===== src/design/md5_pkg.sv =====
// ----------------------------------------------------------------------------
// md5_pkg
// Shared types, constants and round tables for the MD5 digest core.
// ----------------------------------------------------------------------------
package md5_pkg;

  typedef struct packed {
    logic [7:0] data_byte;
    logic       byte_present;
    logic       end_of_message;
  } md5_in_t;

  typedef struct packed {
    logic [31:0] digest_word;
    logic [1:0]  word_index;
    logic        last_word;
  } md5_out_t;

  localparam logic [31:0] IV_A = 32'h67452301;
  localparam logic [31:0] IV_B = 32'hefcdab89;
  localparam logic [31:0] IV_C = 32'h98badcfe;
  localparam logic [31:0] IV_D = 32'h10325476;
  localparam logic [7:0]  PAD_BYTE = 8'h80;
  localparam int unsigned QDEPTH = 4;
  localparam int unsigned QAW = 2;

  typedef enum logic [2:0] {
    ST_IDLE, ST_ROUND, ST_FOLD, ST_PAD, ST_EMIT
  } md5_state_e;

  function automatic logic [31:0] round_k(input logic [5:0] r);
    logic [31:0] k;
    unique case (r)
      6'd0: k = 32'hd76aa478; 6'd1: k = 32'he8c7b756; 6'd2: k = 32'h242070db;
      6'd3: k = 32'hc1bdceee; 6'd4: k = 32'hf57c0faf; 6'd5: k = 32'h4787c62a;
      6'd6: k = 32'ha8304613; 6'd7: k = 32'hfd469501; 6'd8: k = 32'h698098d8;
      6'd9: k = 32'h8b44f7af; 6'd10: k = 32'hffff5bb1; 6'd11: k = 32'h895cd7be;
      6'd12: k = 32'h6b901122; 6'd13: k = 32'hfd987193; 6'd14: k = 32'ha679438e;
      6'd15: k = 32'h49b40821; 6'd16: k = 32'hf61e2562; 6'd17: k = 32'hc040b340;
      6'd18: k = 32'h265e5a51; 6'd19: k = 32'he9b6c7aa; 6'd20: k = 32'hd62f105d;
      6'd21: k = 32'h02441453; 6'd22: k = 32'hd8a1e681; 6'd23: k = 32'he7d3fbc8;
      6'd24: k = 32'h21e1cde6; 6'd25: k = 32'hc33707d6; 6'd26: k = 32'hf4d50d87;
      6'd27: k = 32'h455a14ed; 6'd28: k = 32'ha9e3e905; 6'd29: k = 32'hfcefa3f8;
      6'd30: k = 32'h676f02d9; 6'd31: k = 32'h8d2a4c8a; 6'd32: k = 32'hfffa3942;
      6'd33: k = 32'h8771f681; 6'd34: k = 32'h6d9d6122; 6'd35: k = 32'hfde5380c;
      6'd36: k = 32'ha4beea44; 6'd37: k = 32'h4bdecfa9; 6'd38: k = 32'hf6bb4b60;
      6'd39: k = 32'hbebfbc70; 6'd40: k = 32'h289b7ec6; 6'd41: k = 32'heaa127fa;
      6'd42: k = 32'hd4ef3085; 6'd43: k = 32'h04881d05; 6'd44: k = 32'hd9d4d039;
      6'd45: k = 32'he6db99e5; 6'd46: k = 32'h1fa27cf8; 6'd47: k = 32'hc4ac5665;
      6'd48: k = 32'hf4292244; 6'd49: k = 32'h432aff97; 6'd50: k = 32'hab9423a7;
      6'd51: k = 32'hfc93a039; 6'd52: k = 32'h655b59c3; 6'd53: k = 32'h8f0ccc92;
      6'd54: k = 32'hffeff47d; 6'd55: k = 32'h85845dd1; 6'd56: k = 32'h6fa87e4f;
      6'd57: k = 32'hfe2ce6e0; 6'd58: k = 32'ha3014314; 6'd59: k = 32'h4e0811a1;
      6'd60: k = 32'hf7537e82; 6'd61: k = 32'hbd3af235; 6'd62: k = 32'h2ad7d2bb;
      default: k = 32'heb86d391;
    endcase
    return k;
  endfunction

  function automatic logic [4:0] round_s(input logic [5:0] r);
    logic [4:0] s;
    unique case ({r[5:4], r[1:0]})
      4'd0: s = 5'd7;   4'd1: s = 5'd12;  4'd2: s = 5'd17;  4'd3: s = 5'd22;
      4'd4: s = 5'd5;   4'd5: s = 5'd9;   4'd6: s = 5'd14;  4'd7: s = 5'd20;
      4'd8: s = 5'd4;   4'd9: s = 5'd11;  4'd10: s = 5'd16; 4'd11: s = 5'd23;
      4'd12: s = 5'd6;  4'd13: s = 5'd10; 4'd14: s = 5'd15; default: s = 5'd21;
    endcase
    return s;
  endfunction

  // message word index for round r
  function automatic logic [3:0] round_g(input logic [5:0] r);
    logic [3:0] g;
    logic [3:0] rl;
    rl = r[3:0];
    unique case (r[5:4])
      2'd0: g = rl;
      2'd1: g = 4'((rl << 2) + rl + 4'd1);
      2'd2: g = 4'((rl << 1) + rl + 4'd5);
      default: g = 4'((rl << 3) - rl);
    endcase
    return g;
  endfunction

endpackage


===== src/design/md5_message_digest_core.sv =====
// ----------------------------------------------------------------------------
// md5_message_digest_core
// Streaming MD5: bytes in, four digest words out per message.
// ----------------------------------------------------------------------------
//  channel | handshake              | payload
//  in      | in_valid_i/in_ready_o  | in_data_i  (md5_in_t)
//  out     | out_valid_o/out_ready_i| out_data_o (md5_out_t)
// A byte is written into the block buffer when the engine takes it; each full
// block runs through the round state and then the fold state. Closing a
// message pads one byte per cycle over at most two blocks, then emits four
// words. Reset is async active low and restores the initial chaining words.
// A four-word input queue keeps input open while the engine runs rounds or
// waits on the output.
module md5_message_digest_core (
  input  logic              clk_i,
  input  logic              rst_ni,
  input  logic              in_valid_i,
  output logic              in_ready_o,
  input  md5_pkg::md5_in_t  in_data_i,
  output logic              out_valid_o,
  input  logic              out_ready_i,
  output md5_pkg::md5_out_t out_data_o
);
  import md5_pkg::*;

  logic    q_valid, q_ready;
  md5_in_t q_data;

  md5_in_queue u_queue (
    .clk_i, .rst_ni, .in_valid_i, .in_ready_o, .in_data_i,
    .q_valid_o(q_valid), .q_ready_i(q_ready), .q_data_o(q_data)
  );

  md5_engine u_engine (
    .clk_i, .rst_ni,
    .q_valid_i(q_valid), .q_ready_o(q_ready), .q_data_i(q_data),
    .out_valid_o, .out_ready_i, .out_data_o
  );
endmodule


===== src/design/md5_in_queue.sv =====
// ----------------------------------------------------------------------------
// md5_in_queue
// Small word FIFO between input handshake and the compression engine.
// ----------------------------------------------------------------------------
module md5_in_queue (
  input  logic            clk_i,
  input  logic            rst_ni,
  input  logic            in_valid_i,
  output logic            in_ready_o,
  input  md5_pkg::md5_in_t in_data_i,
  output logic            q_valid_o,
  input  logic            q_ready_i,
  output md5_pkg::md5_in_t q_data_o
);
  import md5_pkg::*;

  md5_in_t      mem_q [QDEPTH];
  logic [QAW-1:0] wp_q, rp_q;
  logic [QAW:0]   cnt_q;
  logic push, pop;

  // idle words (no byte, no end) are dropped here
  assign in_ready_o = (cnt_q != (QAW+1)'(QDEPTH));
  assign push = in_valid_i && in_ready_o &&
                (in_data_i.byte_present || in_data_i.end_of_message);
  assign q_valid_o = (cnt_q != '0);
  assign pop = q_valid_o && q_ready_i;
  assign q_data_o = mem_q[rp_q];

  always_ff @(posedge clk_i) begin
    if (push) mem_q[wp_q] <= in_data_i;
  end

  always_ff @(posedge clk_i or negedge rst_ni) begin
    if (!rst_ni) begin
      wp_q <= '0;
      rp_q <= '0;
      cnt_q <= '0;
    end else begin
      if (push) wp_q <= wp_q + QAW'(1);
      if (pop) rp_q <= rp_q + QAW'(1);
      cnt_q <= cnt_q + (QAW+1)'(push) - (QAW+1)'(pop);
    end
  end
endmodule


===== src/design/md5_engine.sv =====
// ----------------------------------------------------------------------------
// md5_engine
// Block buffer, padding sequencer, one-round-per-cycle compression, output.
// ----------------------------------------------------------------------------
module md5_engine (
  input  logic             clk_i,
  input  logic             rst_ni,
  input  logic             q_valid_i,
  output logic             q_ready_o,
  input  md5_pkg::md5_in_t q_data_i,
  output logic             out_valid_o,
  input  logic             out_ready_i,
  output md5_pkg::md5_out_t out_data_o
);
  import md5_pkg::*;

  md5_state_e state_q, state_d;
  logic [31:0] buf_q [16];
  logic [31:0] ha_q, hb_q, hc_q, hd_q;
  logic [31:0] a_q, b_q, c_q, d_q;
  logic [63:0] bits_q;
  logic [5:0]  fill_q;
  logic [5:0]  rnd_q;
  logic        pad_q;       // inside padding of a closing message
  logic        after_q;     // return to PAD after a block folds
  logic [1:0]  widx_q;

  logic [7:0]  pbyte;
  logic        wr_en;
  logic [31:0] f, t, rot, wg;
  logic [4:0]  s;

  // byte fed during padding
  always_comb begin
    if (!pad_q) pbyte = PAD_BYTE;
    else if (fill_q < 6'd56 || after_q) pbyte = 8'h00;
    else pbyte = bits_q[{fill_q[2:0], 3'b000} +: 8];
  end

  always_comb begin
    unique case (rnd_q[5:4])
      2'd0: f = (b_q & c_q) | (~b_q & d_q);
      2'd1: f = (b_q & d_q) | (c_q & ~d_q);
      2'd2: f = b_q ^ c_q ^ d_q;
      default: f = c_q ^ (b_q | ~d_q);
    endcase
    wg = buf_q[round_g(rnd_q)];
    t = a_q + f + wg + round_k(rnd_q);
    s = round_s(rnd_q);
    rot = (t << s) | (t >> (6'd32 - {1'b0, s}));
  end

  logic take;
  assign q_ready_o = (state_q == ST_IDLE);
  assign take = q_valid_i && q_ready_o;

  always_comb begin
    state_d = state_q;
    wr_en = 1'b0;
    unique case (state_q)
      ST_IDLE: if (take) begin
        wr_en = q_data_i.byte_present;
        if (q_data_i.byte_present && fill_q == 6'd63) state_d = ST_ROUND;
        else if (q_data_i.end_of_message) state_d = ST_PAD;
      end
      ST_ROUND: if (rnd_q == 6'd63) state_d = ST_FOLD;
      ST_FOLD: state_d = after_q ? ST_PAD : (pad_q ? ST_EMIT : ST_IDLE);
      ST_PAD: begin
        wr_en = 1'b1;
        if (fill_q == 6'd63) state_d = ST_ROUND;
      end
      ST_EMIT: if (out_ready_i && widx_q == 2'd3) state_d = ST_IDLE;
      default: state_d = ST_IDLE;
    endcase
  end

  logic [7:0] wbyte;
  assign wbyte = (state_q == ST_PAD) ? pbyte : q_data_i.data_byte;

  always_ff @(posedge clk_i) begin
    if (wr_en) buf_q[fill_q[5:2]][{fill_q[1:0], 3'b000} +: 8] <= wbyte;
  end

  always_ff @(posedge clk_i or negedge rst_ni) begin
    if (!rst_ni) begin
      state_q <= ST_IDLE;
      ha_q <= IV_A; hb_q <= IV_B; hc_q <= IV_C; hd_q <= IV_D;
      a_q <= '0; b_q <= '0; c_q <= '0; d_q <= '0;
      bits_q <= '0; fill_q <= '0; rnd_q <= '0;
      pad_q <= 1'b0; after_q <= 1'b0; widx_q <= '0;
    end else begin
      state_q <= state_d;
      if (wr_en) fill_q <= fill_q + 6'd1;
      if (take && q_data_i.byte_present) bits_q <= bits_q + 64'd8;
      if (take) after_q <= q_data_i.end_of_message;
      if (state_q == ST_PAD) begin
        pad_q <= 1'b1;
        // marker past byte 55: zero fill this block, length goes in the next
        if (!pad_q) after_q <= (fill_q >= 6'd56);
      end
      if (state_d == ST_ROUND && state_q != ST_ROUND) begin
        a_q <= ha_q; b_q <= hb_q; c_q <= hc_q; d_q <= hd_q;
        rnd_q <= '0;
      end
      if (state_q == ST_ROUND) begin
        a_q <= d_q; d_q <= c_q; c_q <= b_q; b_q <= b_q + rot;
        rnd_q <= rnd_q + 6'd1;
      end
      if (state_q == ST_FOLD) begin
        ha_q <= ha_q + a_q; hb_q <= hb_q + b_q;
        hc_q <= hc_q + c_q; hd_q <= hd_q + d_q;
        after_q <= 1'b0;
      end
      if (state_q == ST_EMIT && out_ready_i) begin
        widx_q <= widx_q + 2'd1;
        if (widx_q == 2'd3) begin
          ha_q <= IV_A; hb_q <= IV_B; hc_q <= IV_C; hd_q <= IV_D;
          bits_q <= '0; fill_q <= '0; pad_q <= 1'b0;
        end
      end
    end
  end

  assign out_valid_o = (state_q == ST_EMIT);
  always_comb begin
    unique case (widx_q)
      2'd0: out_data_o.digest_word = ha_q;
      2'd1: out_data_o.digest_word = hb_q;
      2'd2: out_data_o.digest_word = hc_q;
      default: out_data_o.digest_word = hd_q;
    endcase
    out_data_o.word_index = widx_q;
    out_data_o.last_word = (widx_q == 2'd3);
  end
endmodule

===== config.mk =====
export PLATFORM = sky130hd
export DESIGN_NAME = md5_message_digest_core
export DESIGN_NICKNAME = d
export VERILOG_FILES = /design/src/design/md5_pkg.sv /design/src/design/md5_message_digest_core.sv /design/src/design/md5_in_queue.sv /design/src/design/md5_engine.sv
export SDC_FILE = /design/constraint.sdc
export NUM_CORES = 2
export LEC_CHECK = 0
export ABC_AREA = 1
export BUFFER_PORTS_ARGS = -buffer_cell sky130_fd_sc_hd__buf_4
export CORE_MARGIN = 10
export CORE_UTILIZATION = 50
export CTS_CLUSTER_SIZE = 12
export DETAILED_ROUTE_END_ITERATION = 10
export PLACE_DENSITY = 0.68
export SETUP_SLACK_MARGIN = 0.05
export SLEW_MARGIN = 20
export SYNTH_ARGS = -nofsm -noshare
export SYNTH_HDL_FRONTEND = slang
export SYNTH_SLANG_ARGS = --single-unit
export TNS_END_PERCENT = 10

===== constraint.sdc =====
create_clock -name clk_i -period 17.3 [get_ports clk_i]
set_input_delay 0 -clock clk_i [delete_from_list [all_inputs] [get_ports clk_i]]
set_output_delay 0 -clock clk_i [all_outputs]
set_load 0.05 [all_outputs]

Word-level counts from Yosys, hierarchy flattened
Memory sizes are Yosys's and may differ from the RTL's.
Cells that the tools add are included.
Widths: inputs -> output; s select.
- bits in registers: 346
- latch bits: 0
- bits in writable memories: 552
- bits in read-only memories: 2128
- bits of input ports: 14
- output and inout bits: 37
- word-level logic and storage cells: 150
- memories kept: 4
- add/sub/neg operators: 23
- multiply operators: 0
- divide/modulo/power cells: 0
- order comparisons: 2
- equal/unequal tests: 14
- shift-type cells: 5
- multiplexer cells: 56
- bitwise operators: 13
- reduce and logical (&&, ||, !) cells: 15
- memories (memory ; words ; width ; read ports ; clocked after memory_dff ; write ports ; RTL line ; source):
    (name not given) ; 64 ; 32 ; 1 ; 0 ; 0 ; md5_pkg.sv:33 ; unique case (r)
    u_engine.buf_q ; 16 ; 32 ; 1 ; 0 ; 1 ; md5_engine.sv:18 ; logic [31:0] buf_q [16];
    (name not given) ; 16 ; 5 ; 1 ; 0 ; 0 ; md5_pkg.sv:62 ; unique case ({r[5:4], r[1:0]})
    u_queue.mem_q ; 4 ; 10 ; 1 ; 0 ; 1 ; md5_in_queue.sv:17 ; md5_in_t mem_q [QDEPTH];
- operators by type and width (operator ; number):
    $mux 32 ; 21
    $add 32x32->32 ; 8
    $mux 64 ; 3
    $pmux 32 s3 ; 2
    $and 32x32->32 ; 4
    $or 32x32->32 ; 4
    $xor 32x32->32 ; 3
    $add 64x4->64 const B ; 1
    $not 32->32 ; 2
    $shiftx 64x7->8 ; 1
    $shift 8x7->32 const A ; 1
    $shiftx 8x7->32 ; 1
    $shl 32x5->32 ; 1
    $shr 32x6->32 ; 1
    $mux 6 ; 5
    $mux 3 ; 8
    $mux 8 ; 3
    $pmux 3 s5 ; 1
    $add 6x1->6 const B ; 2
    $eq 6x6->1 const B ; 2
    $pmux 4 s3 ; 1
    $mux 1 ; 11
    $add 4x4->4 ; 2
    $logic_and 1x1->1 ; 8
    other kinds (23) ; 32

Logic depth before layout (Yosys ltp)
- depth in word-level cells: 11
- gate-level depth with buffers: 62
- depth with buffers taken out: 60

Hierarchy
Synthesis repeated with hierarchy kept, for this count alone.
- cells, all modules: 7245
- area total of the unflattened synthesis: 58507.4 µm²
- modules (own cells, without submodules) (module ; times used ; cells an instance ; area an instance (µm²) ; seq. area each (µm²)):
    md5_engine ; 1 ; 7070 ; 56439.1 ; 23862.9
    md5_in_queue ; 1 ; 175 ; 2068.2 ; 1376.3

Worst setup path before layout
Ideal clock, no wire load.
- kind: flip-flop to flip-flop
- start: register u_engine.rnd_q[2]
- end: register u_engine.b_q[26]
- setup time: 0.066 ns
- data arrival time: 8.725 ns
- required time: 17.234 ns
- setup slack: 8.509 ns
- cell stages (with the launch flop): 59
- path buffers: 3
- period minus slack after synthesis: 8.791 ns
- path through: dfrtp_1 clkinv_1 clkbuf_1 ha_1 fa_1 nand2_1 nand2_1 nand2_1 o21ai_2 clkbuf_1 clkbuf_1 a221oi_1 o32ai_1 inv_1 fa_1 inv_1 fa_1 inv_1 [23 not listed] nand2_1 nand2_1 a21oi_1 o21ai_0 nand2_1 nand2_1 nand2_1 nand3_1 nand2_1 nand2_1 nand2_1 nand2_1 a21oi_1 o21ai_0 and2_1 o21ai_0 nand2_1 nand2_1
- word-level cells in the longest chain between the ends: 10
- elaborated cells on any way between the ends: 21
- classes of those cells: 8 x add/sub; 2 x eq/ne; 2 x shift; 4 x mux; 1 x bitwise; 2 x reduce/logical; 2 x memory
- ends and longest elaborated chain (element ; RTL line ; source):
    start, declared ; md5_engine.sv:23 ; logic [5:0] rnd_q;
    start signal, assigned ; md5_engine.sv:107 ; rnd_q <= rnd_q + 6'd1;
    $add 4x4->4 (on tied branches) ; md5_pkg.sv:79, md5_pkg.sv:78 ;
    $add 4x3->4 / $add 4x1->4 (equally long branches) ; md5_pkg.sv:79, md5_pkg.sv:78 ;
    $pmux 4 s3 ; md5_pkg.sv:76 ; unique case (r[5:4])
    $mem_v2 16x32 ; - ;
    $add 32x32->32 (2 in a row) ; md5_engine.sv:48 ; t = a_q + f + wg + round_k(rnd_q);
    $shr 32x6->32 / $shl 32x5->32 (equally long branches) ; md5_engine.sv:50 ; rot = (t << s) | (t >> (6'd32 - {1'b0, s}));
    $or 32x32->32 ; md5_engine.sv:50 ;
    $add 32x32->32 ; md5_engine.sv:106 ; a_q <= d_q; d_q <= c_q; c_q <= b_q; b_q <= b_q + rot;
    $mux 32 ; md5_engine.sv:105 ; if (state_q == ST_ROUND) begin
    end signal, assigned ; md5_engine.sv:102 ; a_q <= ha_q; b_q <= hb_q; c_q <= hc_q; d_q <= hd_q;
    end signal, assigned ; md5_engine.sv:106 ;
    end, declared ; md5_engine.sv:20 ; logic [31:0] a_q, b_q, c_q, d_q;
Several ways; a longest one is shown, not always the timed one.
A chain may end at the register's enable or synchronous reset.

Worst setup path after layout
Same ends and word-level chain as after synthesis.

==> results.toml <==
[die]
dieArea_um2 = 131000
placementRows = 125
design.portCount = 51
core_outline_area_um2 = 116000
die_h_um = 362
start_util_pct = 50.3
dieWidth_um = 362

[sta]
skew_ps = 58.2
hold_viol = 0
max_slew.worst_pin.slew_ps = 1240
setup_violations = 0
setup_total_negative_slack_ps = 0
grt_setup_unrepaired = "false"
timing_max_transition_violations_final = 0
min_period_over_period_pct = 66.2
fmax_mhz = 87.3
relSlewSlack_pct = 16.5
period_minus_slack_ps = 11460

[cts]
root_buffer = "clkbuf_16"
clk_pin_slew_worst_setup_hold_paths_ps = 60
h_tree_level_count = 3
insertion_delay_ps = 760
tritoncts.num_buffers = 99
cts_max_path_buffers = 3
tritoncts = "built"
post_cts.repair.setup_buffers = 0
count_of_clock_tree_sinks = 895

[synthesis]
synth.top_cell.area_share_pct = 28.4
register_area_share_after_synthesis_pct = 43.2
synth_commonest_cells = "1307 x nand2_1, 822 x inv_1, 567 x nor2_1, 567 x o21ai_0, 552 x edfxtp_1"
ys_top_cells_by_area = "edfxtp_1 28%, dfrtp_1 12%, nand2_1 8.4%"
mean_instance_size_in_the_synthesized_netlist_um2 = 8.26
postSynthCellCount = 7076
netlist-cell-type-count = 72
syn-cell-area_um2 = 58500
synth-seq-cells = 895
postSynthNetCount = 7390
synth-edff-count = 552
ys_warn_count = 0
yosysMostFrequentCell = "nand2_1"
async_reset_ff_share_pct = 38.3
dominantRegCellSynth = "edfxtp_1"
synth.largest_area_cell = "edfxtp_1"

[drt]
detail_route.wl_per_cell_um = 26.3
dr_total_vias = 54022
totalWireLength_um = 226000
postRouteAntennaNets = 0
drtIter0Drc = 6814
viasPerCell = 6.29
remaining_drcs = 0
firstDrtPassIters = 9

[global_routing]
track_usage_pct = 33.5
grt_max_degree = 177
grt.overflow.total = 0
top_usage_layer = "met2"
met1_usage_pct = 43.9
global_route_wire_length_before_repair_um = 333000
groute.layer.met3.usage_pct = 6.60
initial_antenna_violation_count = 2
via_count_of_the_first_global_routing_pass = 50766
use_met2_pct = 51.7

[min_path]
hold_path.class = "primary input to flop"

[worst_setup_path]
crit_required_ps = 17970
cp_slowest_stage_delay_ps = 750
worst-endpoint-arrival_ps = 12130
cp_common_cell = "nand2_1"
critical_path_peak_fanout = 40
critical_path.endpoint_type = "flop"
critical_path.startpoint_type = "flop"
worst-setup-path-type = "flop to flop"
crit_path_top_delay_cell = "o32ai_1"

[placed_design]
placement.io_buffers = 50
routabilityCongestion = 1.06
detailedPlacementHpwl_um = 164000

[flow_run]
max_cap_violations = 0

[finish]
filler_cell_count = 10705
layout-drive-gt1-share_pct = 6.59
area.growth.synth_to_final_pct = 8.80
fin_nets = 7300

[status]
outcome = "completed"
==> logic make-up (layout without fill, tap and decap cells) <==
group                    Yosys count  after routing  synth area share, %
buffers and inverters           1194           1178                 7.84
adder cells (fa/ha/maj)          300            300                 7.35
other                              0              1                    0
AND/OR/NAND/NOR                 2565           2565                 18.4
multiplexers                     114            114                 1.95
AO/OA/AOI/OAI                   1917           1917                 19.9
flip-flops                       895            895                 43.2
XOR/XNOR                          91             91                 1.38
==> final timing paths <==
path | start | end | slack, ps | depth (start not counted)
min in group asynchronous | rst_ni | u_engine.ha_q[12] | 390 | 3
hold reg to reg | u_engine.bits_q[62] | u_engine.bits_q[62] | 510 | 1
hold / removal | in_data_i[4] | u_queue.mem_q[3][4] | 40 | 2
setup reg to reg | u_engine.rnd_q[2] | u_engine.b_q[26] | 5840 | 55
setup / recovery | u_engine.rnd_q[2] | u_engine.b_q[26] | 5840 | 55
max in group asynchronous | rst_ni | u_engine.rnd_q[2] | 14640 | 5
==> per-stage QoR <==
step	instances	setup slack, ps	util [%]	instance area [um2]	hold WS [ps]
floorplan	7076	8510	-	58500	-296
global placement	8392	6160	51.8	60200	115
detailed placement	8392	6060	51.8	60200	135
CTS	8584	6040	54.7	63600	6.73
global route	8584	5030	54.7	63600	31.4
finish	8585	5840	54.7	63600	35.8
==> state kept, by name, summed over array words and instances, names as in the netlist, 2 cells and up <==
| name | flops |
|---|---|
| u_engine.d_q | 32 |
| u_engine.hb_q | 32 |
| u_engine.widx_q | 2 |
| u_queue.rp_q | 2 |
| u_engine.ha_q | 32 |
| u_engine.a_q | 32 |
| u_queue.mem_q | 40 |
| u_queue.cnt_q | 3 |
| u_engine.buf_q | 512 |
| u_engine.hd_q | 32 |
| u_engine.state_q | 3 |
| u_engine.hc_q | 32 |
| u_queue.wp_q | 2 |
| u_engine.bits_q | 61 |
| u_engine.rnd_q | 6 |
| u_engine.b_q | 32 |
| u_engine.c_q | 32 |
| u_engine.fill_q | 6 |
==> layout by cell type (no fill, tap or decap), types with 144 or more instances in the layout <==
| cell | count |
|---|---|
| o21ai_0 | 567 |
| a221oi_1 | 144 |
| nand2_1 | 1304 |
| edfxtp_1 | 552 |
| nor2_1 | 556 |
| dfrtp_1 | 278 |
| inv_1 | 819 |
| a21oi_1 | 513 |
| o211ai_1 | 192 |
| ha_1 | 227 |
| nand3_1 | 437 |
| a31oi_1 | 171 |
==> critical path: cells and delay by family, from the launching register on <==
kind / cells / cell delay, ps
AND/OR/NAND/NOR: 26 / 2570
adder cells (fa/ha/maj): 7 / 3130
flip-flops: 1 / 350
buffers and inverters: 8 / 2260
AO/OA/AOI/OAI: 14 / 3000
==> repair_timing <==
action / in CTS / in global routing
endpoints found under the hold margin: 150 / 0
resized for setup: 0 / 0
hold buffers: 17 / 0
==> layout make-up <==
cell class                      instances  area (um2)  area share, %
Inverter                              847        3190           5.01
Multi-Input combinational cell       4987       28800           45.2
Clock buffer                          127        2640           4.15
Antenna cell                            1        2.50        0.00393
Clock inverter                         48         594          0.934
Tap cell                             1524        1910           3.00
Timing Repair Buffer                  156        1280           2.01
Sequential cell                       895       25200           39.7
==> per-layer routing <==
layer,part of all wire (%),up-vias
li1,-,24582
met1,40,25997
met2,44,2845
met3,8.9,596
met4,6.5,2
met5,0.038,-
Power is left out: the tool's default activity adds up to more than one toggle a clock period on the data nets, which glitch-free logic cannot reach.
